[src/sv/b64c_pkg.sv]
// b64c_pkg: types, codes and alphabet functions for the base64 stream codec
// depends on nothing; used by every module of the codec
package b64c_pkg;

  localparam logic [7:0] PAD_CHAR  = 8'h3D;
  localparam logic [7:0] PLUS_CHAR = 8'h2B;
  localparam logic [7:0] SLASH_CHAR = 8'h2F;

  localparam logic [1:0] ERR_NONE   = 2'd0;
  localparam logic [1:0] ERR_CHAR   = 2'd1;
  localparam logic [1:0] ERR_LENGTH = 2'd2;

  localparam logic DIR_ENCODE = 1'b0;
  localparam logic DIR_DECODE = 1'b1;

  // kind of group job handed from front to back
  localparam logic [1:0] JOB_ENC = 2'd0;
  localparam logic [1:0] JOB_DEC = 2'd1;
  localparam logic [1:0] JOB_LEN = 2'd2;

  typedef struct packed {
    logic [7:0] in_byte;
    logic       in_last;
  } in_item_t;

  typedef struct packed {
    logic [7:0] out_byte;
    logic       out_last;
    logic [1:0] error;
  } out_item_t;

  typedef struct packed {
    logic [1:0]  kind;
    logic [23:0] bits;
    logic [2:0]  cnt;   // results to emit, 1..4
    logic [2:0]  keep;  // encode: positions at or above this are padding
    logic        last;
    logic        bad;
  } job_t;

  function automatic logic [7:0] sextet_to_char(input logic [5:0] v);
    logic [7:0] c;
    if (v < 6'd26) begin
      c = 8'h41 + {2'b00, v};
    end else if (v < 6'd52) begin
      c = 8'h61 + {2'b00, v} - 8'd26;
    end else if (v < 6'd62) begin
      c = 8'h30 + {2'b00, v} - 8'd52;
    end else if (v == 6'd62) begin
      c = PLUS_CHAR;
    end else begin
      c = SLASH_CHAR;
    end
    return c;
  endfunction

  // bit 6 set when the character is outside the alphabet
  function automatic logic [6:0] char_to_sextet(input logic [7:0] c);
    logic [6:0] s;
    if (c >= 8'h41 && c <= 8'h5A) begin
      s = 7'(c - 8'h41);
    end else if (c >= 8'h61 && c <= 8'h7A) begin
      s = 7'(c - 8'h61 + 8'd26);
    end else if (c >= 8'h30 && c <= 8'h39) begin
      s = 7'(c - 8'h30 + 8'd52);
    end else if (c == PLUS_CHAR) begin
      s = 7'd62;
    end else if (c == SLASH_CHAR) begin
      s = 7'd63;
    end else begin
      s = 7'h40;
    end
    return s;
  endfunction

endpackage

[src/sv/b64c_front.sv]
// b64c_front: accepts items, holds the direction register and gathers groups
// depends on b64c_pkg; pushes one job per finished group into b64c_queue
module b64c_front (
  input  logic              clk,
  input  logic              rst,
  input  logic              data_valid,
  output logic              data_stall,
  input  b64c_pkg::in_item_t data,
  input  logic              cfg_valid,
  output logic              cfg_ready,
  input  logic              cfg_data,
  input  logic              queue_full,
  output logic              push,
  output b64c_pkg::job_t    push_job
);

  logic        direction;
  logic [23:0] group_bits;
  logic [1:0]  group_fill;
  logic [1:0]  pad_marks;
  logic        bad_char;

  logic [23:0] group_bits_next;
  logic [1:0]  group_fill_next;
  logic [1:0]  pad_marks_next;
  logic        bad_char_next;

  logic        accept;
  logic        complete;
  logic [6:0]  sext;
  logic [5:0]  s;
  logic        is_pad;
  logic        is_bad;

  assign cfg_ready  = 1'b1;
  assign data_stall = queue_full;
  assign accept     = data_valid && !data_stall;

  always_comb begin
    sext   = b64c_pkg::char_to_sextet(data.in_byte);
    is_pad = (data.in_byte == b64c_pkg::PAD_CHAR);
    is_bad = sext[6] && !is_pad;
    s      = (sext[6]) ? 6'd0 : sext[5:0];

    group_bits_next = group_bits;
    group_fill_next = group_fill;
    pad_marks_next  = pad_marks;
    bad_char_next   = bad_char;
    complete        = 1'b0;
    push_job        = '0;

    if (direction == b64c_pkg::DIR_ENCODE) begin
      unique case (group_fill)
        2'd0:    group_bits_next = group_bits | {data.in_byte, 16'h0000};
        2'd1:    group_bits_next = group_bits | {8'h00, data.in_byte, 8'h00};
        default: group_bits_next = group_bits | {16'h0000, data.in_byte};
      endcase
      complete        = (group_fill >= 2'd2) || data.in_last;
      group_fill_next = group_fill + 2'd1;
      push_job.kind   = b64c_pkg::JOB_ENC;
      push_job.bits   = group_bits_next;
      push_job.cnt    = 3'd4;
      push_job.keep   = 3'(group_fill) + 3'd2;
      push_job.last   = data.in_last;
      push_job.bad    = 1'b0;
    end else begin
      unique case (group_fill)
        2'd0:    group_bits_next = group_bits | {s, 18'h0};
        2'd1:    group_bits_next = group_bits | {6'h0, s, 12'h0};
        2'd2:    group_bits_next = group_bits | {12'h0, s, 6'h0};
        default: group_bits_next = group_bits | {18'h0, s};
      endcase
      if (is_pad && group_fill == 2'd2) pad_marks_next[0] = 1'b1;
      if (is_pad && group_fill == 2'd3) pad_marks_next[1] = 1'b1;
      bad_char_next   = bad_char | is_bad;
      group_fill_next = group_fill + 2'd1;
      complete        = (group_fill == 2'd3) || data.in_last;
      push_job.bits   = group_bits_next;
      push_job.last   = data.in_last;
      push_job.bad    = bad_char_next;
      push_job.keep   = 3'd0;
      if (group_fill != 2'd3) begin
        // short final group: one length error result
        push_job.kind = b64c_pkg::JOB_LEN;
        push_job.cnt  = 3'd1;
      end else begin
        push_job.kind = b64c_pkg::JOB_DEC;
        if (data.in_last) begin
          push_job.cnt = 3'd3 - 3'(pad_marks_next[0]) - 3'(pad_marks_next[1]);
        end else begin
          push_job.cnt = 3'd3;
        end
      end
    end
  end

  assign push = accept && complete;

  always_ff @(posedge clk) begin
    if (rst) begin
      direction  <= b64c_pkg::DIR_ENCODE;
      group_bits <= '0;
      group_fill <= '0;
      pad_marks  <= '0;
      bad_char   <= 1'b0;
    end else if (cfg_valid && cfg_ready) begin
      direction  <= cfg_data;
      group_bits <= '0;
      group_fill <= '0;
      pad_marks  <= '0;
      bad_char   <= 1'b0;
    end else if (accept) begin
      if (complete) begin
        group_bits <= '0;
        group_fill <= '0;
        pad_marks  <= '0;
        bad_char   <= 1'b0;
      end else begin
        group_bits <= group_bits_next;
        group_fill <= group_fill_next;
        pad_marks  <= pad_marks_next;
        bad_char   <= bad_char_next;
      end
    end
  end

endmodule

[src/sv/b64c_queue.sv]
// b64c_queue: short first-in first-out queue of group jobs
// depends on b64c_pkg; sits between b64c_front and b64c_back
module b64c_queue #(
  parameter int DEPTH = 2
) (
  input  logic           clk,
  input  logic           rst,
  input  logic           push,
  input  b64c_pkg::job_t push_job,
  output logic           full,
  input  logic           pop,
  output logic           head_valid,
  output b64c_pkg::job_t head
);

  localparam int PTR_W = (DEPTH > 1) ? $clog2(DEPTH) : 1;
  localparam int CNT_W = $clog2(DEPTH + 1);

  b64c_pkg::job_t   slots [DEPTH];
  logic [PTR_W-1:0] wr_ptr;
  logic [PTR_W-1:0] rd_ptr;
  logic [CNT_W-1:0] count;
  logic             do_push;
  logic             do_pop;

  assign full       = (count == CNT_W'(DEPTH));
  assign head_valid = (count != '0);
  assign head       = slots[rd_ptr];
  assign do_push    = push && !full;
  assign do_pop     = pop && head_valid;

  always_ff @(posedge clk) begin
    if (do_push) begin
      slots[wr_ptr] <= push_job;
    end
  end

  always_ff @(posedge clk) begin
    if (rst) begin
      wr_ptr <= '0;
      rd_ptr <= '0;
      count  <= '0;
    end else begin
      if (do_push) begin
        wr_ptr <= (wr_ptr == PTR_W'(DEPTH - 1)) ? '0 : wr_ptr + 1'b1;
      end
      if (do_pop) begin
        rd_ptr <= (rd_ptr == PTR_W'(DEPTH - 1)) ? '0 : rd_ptr + 1'b1;
      end
      if (do_push && !do_pop) begin
        count <= count + 1'b1;
      end else if (do_pop && !do_push) begin
        count <= count - 1'b1;
      end
    end
  end

endmodule

[src/sv/b64c_back.sv]
// b64c_back: walks the head job and emits one result per cycle while the output is not stalled
// depends on b64c_pkg; takes jobs from b64c_queue, drives the output register
module b64c_back (
  input  logic               clk,
  input  logic               rst,
  input  logic               head_valid,
  input  b64c_pkg::job_t     head,
  output logic               pop,
  output logic               result_valid,
  input  logic               result_stall,
  output b64c_pkg::out_item_t result
);

  logic [1:0]          pos;
  logic                emit;
  logic                done;
  logic [5:0]          sext;
  b64c_pkg::out_item_t item;

  assign emit = head_valid && (!result_valid || !result_stall);
  assign done = ({1'b0, pos} == head.cnt - 3'd1);
  assign pop  = emit && done;

  always_comb begin
    unique case (pos)
      2'd0:    sext = head.bits[23:18];
      2'd1:    sext = head.bits[17:12];
      2'd2:    sext = head.bits[11:6];
      default: sext = head.bits[5:0];
    endcase

    item.out_last = head.last && done;
    item.out_byte = 8'h00;
    item.error    = b64c_pkg::ERR_NONE;
    unique case (head.kind)
      b64c_pkg::JOB_ENC: begin
        item.out_byte = ({1'b0, pos} >= head.keep) ? b64c_pkg::PAD_CHAR
                                                   : b64c_pkg::sextet_to_char(sext);
      end
      b64c_pkg::JOB_DEC: begin
        unique case (pos)
          2'd0:    item.out_byte = head.bits[23:16];
          2'd1:    item.out_byte = head.bits[15:8];
          default: item.out_byte = head.bits[7:0];
        endcase
        item.error = head.bad ? b64c_pkg::ERR_CHAR : b64c_pkg::ERR_NONE;
      end
      b64c_pkg::JOB_LEN: begin
        item.error = b64c_pkg::ERR_LENGTH;
      end
      default: begin
        item.error = b64c_pkg::ERR_NONE;
      end
    endcase
  end

  always_ff @(posedge clk) begin
    if (emit) begin
      result <= item;
    end
  end

  always_ff @(posedge clk) begin
    if (rst) begin
      result_valid <= 1'b0;
      pos          <= '0;
    end else begin
      if (emit) begin
        result_valid <= 1'b1;
        pos          <= done ? 2'd0 : pos + 2'd1;
      end else if (!result_stall) begin
        result_valid <= 1'b0;
      end
    end
  end

endmodule

[src/sv/base64_stream_codec_top.sv]
// base64_stream_codec_top: streaming base64 encoder / decoder
// depends on b64c_pkg, b64c_front, b64c_queue and b64c_back
//
//   channel   signals                           moves
//   data      data_valid, data_stall, data      one byte or character request
//   result    result_valid, result_stall, result one character or byte
//   cfg       cfg_valid, cfg_ready, cfg_data    direction register write
//
// the back end emits one result per cycle while the output is not stalled;
// encoding makes four results per three bytes, so its input backs up into
// the queue; decoding takes one character per cycle when not stalled. a
// group's first result passes the job queue and then the output register.
// rst clears the direction (encode), the group state, queue and output stage.
// data_stall rises only when the job queue is full; result_stall holds the
// output register while the front keeps gathering.
module base64_stream_codec_top #(
  parameter int QUEUE_DEPTH = 2
) (
  input  logic                clk,
  input  logic                rst,
  input  logic                data_valid,
  output logic                data_stall,
  input  b64c_pkg::in_item_t  data,
  output logic                result_valid,
  input  logic                result_stall,
  output b64c_pkg::out_item_t result,
  input  logic                cfg_valid,
  output logic                cfg_ready,
  input  logic                cfg_data
);

  logic           queue_full;
  logic           push;
  b64c_pkg::job_t push_job;
  logic           pop;
  logic           head_valid;
  b64c_pkg::job_t head;

  b64c_front u_front (
    .clk        (clk),
    .rst        (rst),
    .data_valid (data_valid),
    .data_stall (data_stall),
    .data       (data),
    .cfg_valid  (cfg_valid),
    .cfg_ready  (cfg_ready),
    .cfg_data   (cfg_data),
    .queue_full (queue_full),
    .push       (push),
    .push_job   (push_job)
  );

  b64c_queue #(
    .DEPTH (QUEUE_DEPTH)
  ) u_queue (
    .clk        (clk),
    .rst        (rst),
    .push       (push),
    .push_job   (push_job),
    .full       (queue_full),
    .pop        (pop),
    .head_valid (head_valid),
    .head       (head)
  );

  b64c_back u_back (
    .clk          (clk),
    .rst          (rst),
    .head_valid   (head_valid),
    .head         (head),
    .pop          (pop),
    .result_valid (result_valid),
    .result_stall (result_stall),
    .result       (result)
  );

endmodule
[config.mk]
export PLATFORM = sky130hd
export DESIGN_NAME = base64_stream_codec_top
export DESIGN_NICKNAME = d
export VERILOG_FILES = /design/src/sv/b64c_pkg.sv /design/src/sv/b64c_front.sv /design/src/sv/b64c_queue.sv /design/src/sv/b64c_back.sv /design/src/sv/base64_stream_codec_top.sv
export SDC_FILE = /design/constraint.sdc
export NUM_CORES = 1
export LEC_CHECK = 0
export BUFFER_PORTS_ARGS = -buffer_cell sky130_fd_sc_hd__buf_2
export CAP_MARGIN = 0
export CORE_MARGIN = 3
export CORE_UTILIZATION = 56
export DETAILED_ROUTE_END_ITERATION = 12
export PLACE_DENSITY_LB_ADDON = 0.15
export RECOVER_POWER = 50
export SLEW_MARGIN = 20
export SYNTH_ARGS = -nofsm -noshare
export SYNTH_HDL_FRONTEND = slang
export SYNTH_SLANG_ARGS = --single-unit
[constraint.sdc]
create_clock -name clk -period 3.5 [get_ports clk]
set_input_delay 0.7 -clock clk [delete_from_list [all_inputs] [get_ports clk]]
set_output_delay 0.7 -clock clk [all_outputs]
set_load 0.01 [all_outputs]
==> flow_metrics.env, run 1 <==
export IMPL_place_inst=777
export IMPL_r2r_setup_slack_ns=0.24
export IMPL_vias_per_cell=6.37
export IMPL_vias=5154
export IMPL_timing_max_cap_violations=0
export IMPL_cp_common_cell="o21ai_2"
export IMPL_avgRoutedWirePerCell_um=20.7
export IMPL_timing_final_crit_period_ns=3.26
export IMPL_fin_ws_ns=0.236
export IMPL_insertion_delay_ns=0.42
export IMPL_use_met3_pct=5.72
export IMPL_hold_buffers=0
export IMPL_syn_area_mm2=0.00638
export IMPL_synth_top_cell_area_share_pct=37.2
export IMPL_synth_area_leaders="edfxtp_1 37%, dfxtp_1 12%, ha_1 5.9%"
export IMPL_synth_warnings=0
export IMPL_p_leak_nw=2.73
export IMPL_peakVddDrop_uv=484
export IMPL_end_kind="register"
export IMPL_core_area_mm2=0.0110
export IMPL_row_count=38
export IMPL_yosysSeqAreaShare_pct=49.1
export IMPL_cts_tree="done"
export IMPL_fp_dieH_um=113
export IMPL_status="finished clean"
export IMPL_rsz0062_at_grt="no"
export IMPL_drt_pass1_iterations=6
export IMPL_post_cts_buffers=0
export IMPL_fin_nets=701
export IMPL_dp_hpwl_um=12100
export IMPL_p_per_area_mw_per_mm2=652
export IMPL_final_core_util_pct=66.8
export IMPL_grt_ovfl_total=0
export IMPL_path_clk_slew_ns=0.06
export IMPL_root_buffer="clkbuf_16"
export IMPL_critPathRequiredTime_ns=3.66
export IMPL_start_util_pct=58.1
export IMPL_gr_max_usage_layer="met2"
export IMPL_fmax_mhz=306
export IMPL_chipWidth_um=113
export IMPL_drt_iter0_markers=544
export IMPL_use_met2_pct=44.9
export IMPL_min_path_type="reg -> reg"
export IMPL_critical_path_depth=12
export IMPL_path_delay_family="compound AO/OA/AOI/OAI gates"
export IMPL_drive_gt1_share_pct=15.7
export IMPL_synth_edf_count=79
export IMPL_rr_worst_depth=12
export IMPL_start_kind="register"
export IMPL_totalNegativeSetupSlack_ns=0
export IMPL_synth_flop_cell="edfxtp_1"
export IMPL_placed_area_mm2=0.00677
export IMPL_ys_ff_latch=117
export IMPL_fin_area_mm2=0.00734
export IMPL_stdcell_count=809
export IMPL_finalSetupViolCount=0
export IMPL_grt_max_degree=35
export IMPL_power_total_mw=4.78
export IMPL_portBuffers=27
export IMPL_drc=0
export IMPL_crit_slowest_cell="a222oi_1"
export IMPL_crit_chain="buf_12 > mux2_2 > a222oi_1 > o21ai_2 > ha_1 > nor2_1 > a32oi_1 > buf_4 > o21ai_2 > o221ai_2 > and3_1 > o311a_1"
export IMPL_fin_crit_sh_pct=93.3
export IMPL_hold_viol_final=0
export IMPL_clockBufferDepth=2
export IMPL_diodes=0
export IMPL_yosys_area_top_type="edfxtp_1"
export IMPL_max_stage_delay_ns=0.40
export IMPL_antenna_found_initial=0
export IMPL_finalWirelength_um=16800
export IMPL_relSlewSlack_pct=34.1
export IMPL_ant_nets=0
export IMPL_grt_pass1_wl_um=26600
export IMPL_fin_skew_ns=0.00955
export IMPL_grt_pass1_vias=4991
export IMPL_numCtsBuffers=17
export IMPL_async_flop_share_pct=0
export IMPL_whs_ns=0.460
export IMPL_worst_pin_slew_ns=0.988
export IMPL_num_io_pins=29
export IMPL_detailedPlace_worstSlack_ns=0.123
export IMPL_die_area_mm2=0.0127
export IMPL_area_delta_synth_final_pct=15.1
export IMPL_syn_mean_instance_area_um2=10.4
export IMPL_worstHoldPathCells=2
export IMPL_htreeDepth=4
export IMPL_path_max_fanout=19
export IMPL_crit_type="reg -> reg"
export IMPL_syn_instance_count=612
export IMPL_arrival_ns=3.43
export IMPL_track_usage_pct=27.0
export IMPL_slew_viol_final=0
export IMPL_grt_util_met1_pct=34.7
export IMPL_path_buf_inv=2
export IMPL_clock_sinks=117
export IMPL_synthDistinctLibCells=73
export IMPL_mappedNetlistNets=657
export IMPL_place_congestion=0.909
==> tightest hold or removal path, delay by kind of cell (launching register included) <==
kind | cells | cell delay, ns
flops | 1 | 0.33
simple gates | 1 | 0.05
compound gates | 1 | 0.06
==> registers in the layout, indices dropped and copies added (netlist names), named ones only <==
register / cells
u_queue.slots: 68
u_front.group_bits: 24
u_back.result: 11
u_back.pos: 2
u_front.group_fill: 2
u_front.pad_marks: 2
u_queue.count: 2
u_back.result_valid: 1
u_front.bad_char: 1
u_front.direction: 1
u_queue.rd_ptr: 1
u_queue.wr_ptr: 1
==> final cells by class <==
type / count / area, um^2
sequential: 117 / 3140
multi-input combinational: 432 / 2970
clock inverter: 11 / 123
clock buffer: 21 / 480
timing repair buffer: 57 / 334
inverter: 31 / 116
fill: 856 / 3640
tap: 140 / 175
==> Yosys cell counts, drive strengths merged, types with 10 or more instances <==
cell	count
mux2	21
o21ai	36
nor3	10
dfxtp	38
ha	30
nand3	18
clkbuf	21
nand2	52
a22o	11
buf	11
inv	31
mux2i	17
a21oi	31
edfxtp	79
a22oi	17
nor2	56
a31oi	15
==> routing by layer <==
metal | vias up | share of wire [%]
met4 | 0 | 2.2
met3 | 33 | 7.4
li1 | 2393 | -
met1 | 2467 | 42
met5 | - | 0
met2 | 261 | 49
==> layout by cell type, fill, tap and decap left out, drive strengths merged, types with 5 or more instances in the layout <==
master	instances
buf	36
and2	5
a31oi	15
mux2	21
xnor2	7
a22o	11
inv	33
nand3	18
dfxtp	38
a32oi	5
o21bai	5
o21ai	36
a21oi	31
nor2b	5
o22ai	7
nand2	52
a221oi	6
clkbuf	42
ha	30
mux2i	17
a222oi	6
nor3	10
a21o	6
a22oi	17
nor2	56
xor2	6
edfxtp	79
==> power by group <==
group          total [mW]  leakage (nW)  internal, mW  switching [mW]
Sequential           1.68          1.05          1.63          0.0487
Combinational        1.35          1.39         0.512           0.840
Clock                1.75         0.288          1.12           0.629
Total                4.78          2.73          3.26            1.52
==> final timing paths <==
path / from / end
worst max register to register: register / u_back.result[7]$_DFFE_PP_
worst max-delay path: register / u_back.result[7]$_DFFE_PP_
worst min register to register: u_front.group_bits[10]$_SDFFE_PP0P_ / u_front.group_bits[10]$_SDFFE_PP0P_
worst min-delay path: u_front.group_bits[10]$_SDFFE_PP0P_ / u_front.group_bits[10]$_SDFFE_PP0P_
==> what timing repair did <==
item,in CTS,in global routing
endpoints found under the hold margin,0,0
resized for setup,0,3
endpoints found under the setup margin,0,3
==> kinds of logic after synthesis <==
| kind of cell | after synthesis | synth area share, % |
|---|---|---|
| AO/OA/AOI/OAI | 183 | 20.5 |
| XOR/XNOR | 13 | 1.79 |
| adder cells (fa/ha/maj) | 30 | 5.89 |
| buffers and inverters | 63 | 4.32 |
| flip-flops | 117 | 49.1 |
| multiplexers | 38 | 6.55 |
| other | 1 | 0.0588 |
| AND/OR/NAND/NOR | 167 | 11.8 |
Note: power is estimated with default switching activity, not from simulation.
==> run 2: changes to the inputs <==
- CORE_UTILIZATION: 56 -> 60
- CTS_CLUSTER_DIAMETER: default -> 120
- RECOVER_POWER: 50 -> 25
- clock period: 3.5 -> 4.2 ns (I/O delays scaled with it)
==> run 2 against run 1 <==
  * Sequential cell count did not move
  * Critical endpoint unchanged
  * Combinational power fell by 23%
  * Cell area fell by 1.9%
  * Total power fell by 19%
  * Setup slack improved by 0.33 ns
  * Routed wire length fell by 3.6%
  * Highest routed layer unchanged
  * Clock-buffer cell count fell by 3
  * Fmax fell by 10%
  * Sequential power fell by 17%
  * Largest cell class unchanged
  * Die area fell by 6.3%
  * Clock power fell by 17%
  * Critical path type unchanged
  * Worst hold slack got worse by 0.0080 ns
==> flow_metrics.env, run 2 (synthesis gave the netlist of run 1 again) <==
export IMPL_status="finished clean"
export IMPL_detailedPlace_worstSlack_ns=0.541
export IMPL_avgRoutedWirePerCell_um=20.5
export IMPL_portBuffers=27
export IMPL_switching_share_pct=32.2
export IMPL_pwr_share_comb_pct=26.8
export IMPL_place_congestion=0.959
export IMPL_grt_pass1_wl_um=25400
export IMPL_relSlewSlack_pct=30.1
export IMPL_antenna_found_initial=0
export IMPL_chipWidth_um=109
export IMPL_ant_nets=0
export IMPL_p_switching_mw=1.25
export IMPL_final_core_util_pct=69.8
export IMPL_start_kind="register"
export IMPL_numCtsBuffers=17
export IMPL_finalWirelength_um=16200
export IMPL_clockBufferDepth=2
export IMPL_htreeDepth=4
export IMPL_largest_reg_flops=68
export IMPL_worstHoldStart="u_front.group_bits[14]$_SDFFE_PP0P_"
export IMPL_end_kind="register"
export IMPL_crit_slowest_cell="dfxtp_1"
export IMPL_seqPwrFrac_pct=36.0
export IMPL_internal_power_mw=2.64
export IMPL_start_util_pct=61.8
export IMPL_min_to="u_front.group_bits[14]$_SDFFE_PP0P_"
export IMPL_drc=0
export IMPL_p_per_area_mw_per_mm2=540
export IMPL_arrival_ns=3.89
export IMPL_rsz0062_at_grt="no"
export IMPL_fin_area_mm2=0.00720
export IMPL_top_register="u_queue.slots"
export IMPL_drive_gt1_share_pct=12.9
export IMPL_mostFrequentLayoutCell="edfxtp_1"
export IMPL_path_max_fanout=23
export IMPL_post_cts_buffers=0
export IMPL_fin_skew_ns=0.00677
export IMPL_insertion_delay_ns=0.51
export IMPL_grt_max_degree=35
export IMPL_area_sequential_mm2=0.00313
export IMPL_hold_buffers=0
export IMPL_post_cts_resized=0
export IMPL_min_path_type="reg -> reg"
export IMPL_fill_cells=756
export IMPL_row_count=37
export IMPL_crit_type="reg -> reg"
export IMPL_fmax_mhz=276
export IMPL_fin_nets=684
export IMPL_crit_chain="buf_12 > mux2_2 > a222oi_1 > o21ai_2 > inv_1 > ha_1 > nand2_1 > a21o_1 > a32oi_1 > or2_1 > nand3_1 > and3_1 > o311a_1"
export IMPL_drt_pass1_iterations=8
export IMPL_whs_ns=0.452
export IMPL_slew_viol_final=0
export IMPL_mostFrequentLayoutCells="79 x edfxtp_1, 55 x nor2_1, 52 x nand2_1"
export IMPL_reg_top3="u_queue.slots (68), u_front.group_bits (24), u_back.result (11)"
export IMPL_drt_iter0_markers=652
export IMPL_p_leak_nw=2.64
export IMPL_root_buffer="clkbuf_8"
export IMPL_cts_tree="done"
export IMPL_clock_sinks=117
export IMPL_peakVddDrop_uv=354
export IMPL_multiInputGateArea_mm2=0.00297
export IMPL_placed_area_mm2=0.00664
export IMPL_num_io_pins=29
export IMPL_critPathRequiredTime_ns=4.46
export IMPL_vias_per_cell=6.45
export IMPL_track_usage_pct=28.2
export IMPL_totalNegativeSetupSlack_ns=0
export IMPL_reg2reg_to="u_back.result[7]$_DFFE_PP_"
export IMPL_hold_viol_final=0
export IMPL_diodes=0
export IMPL_pwr_share_clk_pct=37.2
export IMPL_core_area_mm2=0.0103
export IMPL_vias=5084
export IMPL_die_area_mm2=0.0119
export IMPL_worstHoldPathCells=2
export IMPL_grt_ovfl_total=0
export IMPL_fp_dieH_um=109
export IMPL_timing_max_cap_violations=0
export IMPL_r2r_setup_slack_ns=0.57
export IMPL_timing_final_crit_period_ns=3.63
export IMPL_path_clk_slew_ns=0.06
export IMPL_fin_ws_ns=0.571
export IMPL_rr_worst_depth=13
export IMPL_dp_hpwl_um=11300
export IMPL_worst_pin_slew_ns=1.02
export IMPL_fin_crit_sh_pct=86.4
export IMPL_finalSetupViolCount=0
export IMPL_area_delta_synth_final_pct=12.9
export IMPL_max_stage_delay_ns=0.48
export IMPL_grt_pass1_vias=4771
## run 2: per-layer routing
layer  vias to the layer above  GRT usage (%)  wire (um)
li1                       2354              -          -
met1                      2369           37.5       6670
met2                       317           45.1       7670
met3                        44           5.74       1360
met4                         0           11.5        455
met5                         -              0          0
## run 2: area by class of cell
| type | instances | share of cell area, % |
|---|---|---|
| clock buffer | 18 | 5.80 |
| clock inverter | 14 | 2.48 |
| inverter | 31 | 1.62 |
| multi-input combinational | 432 | 41.3 |
| sequential | 117 | 43.5 |
| tap | 136 | 2.36 |
| timing repair buffer | 40 | 2.97 |
## run 2: how the worst max path moves through the flow
stage	from	end	slack [ns]	cells past startpoint
floorplan	u_back.pos[0]$_SDFFE_PP0P_	u_back.result[7]$_DFFE_PP_	0.79	13
global placement	data[3]	u_queue.slots[1][16]$_DFFE_PP_	0.57	10
detailed placement	data[3]	u_queue.slots[1][16]$_DFFE_PP_	0.54	10
CTS	register	u_back.result[7]$_DFFE_PP_	0.57	13
global route	u_back.pos[0]$_SDFFE_PP0P_	u_back.result[7]$_DFFE_PP_	0.34	13
finish	register	u_back.result[7]$_DFFE_PP_	0.57	13
## run 2: power groups by stage
| stage | sequential, mW | combinational, mW | clock (mW) |
|---|---|---|---|
| finish | 1.40 | 1.04 | 1.45 |
| global route | 1.41 | 1.14 | 1.51 |
| CTS | 1.40 | 1.03 | 1.46 |
| detailed placement | 1.42 | 1.02 | 0 |
| global placement | 1.42 | 1.03 | 0 |
| floorplan | 1.43 | 0.738 | 0 |
## run 2: worst max-delay path: cells and delay by family (launching register included)
family | cells | cell delay (ns)
buf+inv | 2 | 0.37
simple gates | 4 | 0.79
flops | 1 | 0.48
mux | 1 | 0.38
fa+ha+maj | 1 | 0.19
compound gates | 5 | 1.15
## run 2: per-stage QoR
stage	power, mW	cells
2_1_floorplan	2.17	612
3_3_place_gp	2.44	756
3_5_place_dp	2.44	756
4_1_cts	3.89	788
5_1_grt	4.06	788
6_report	3.89	788
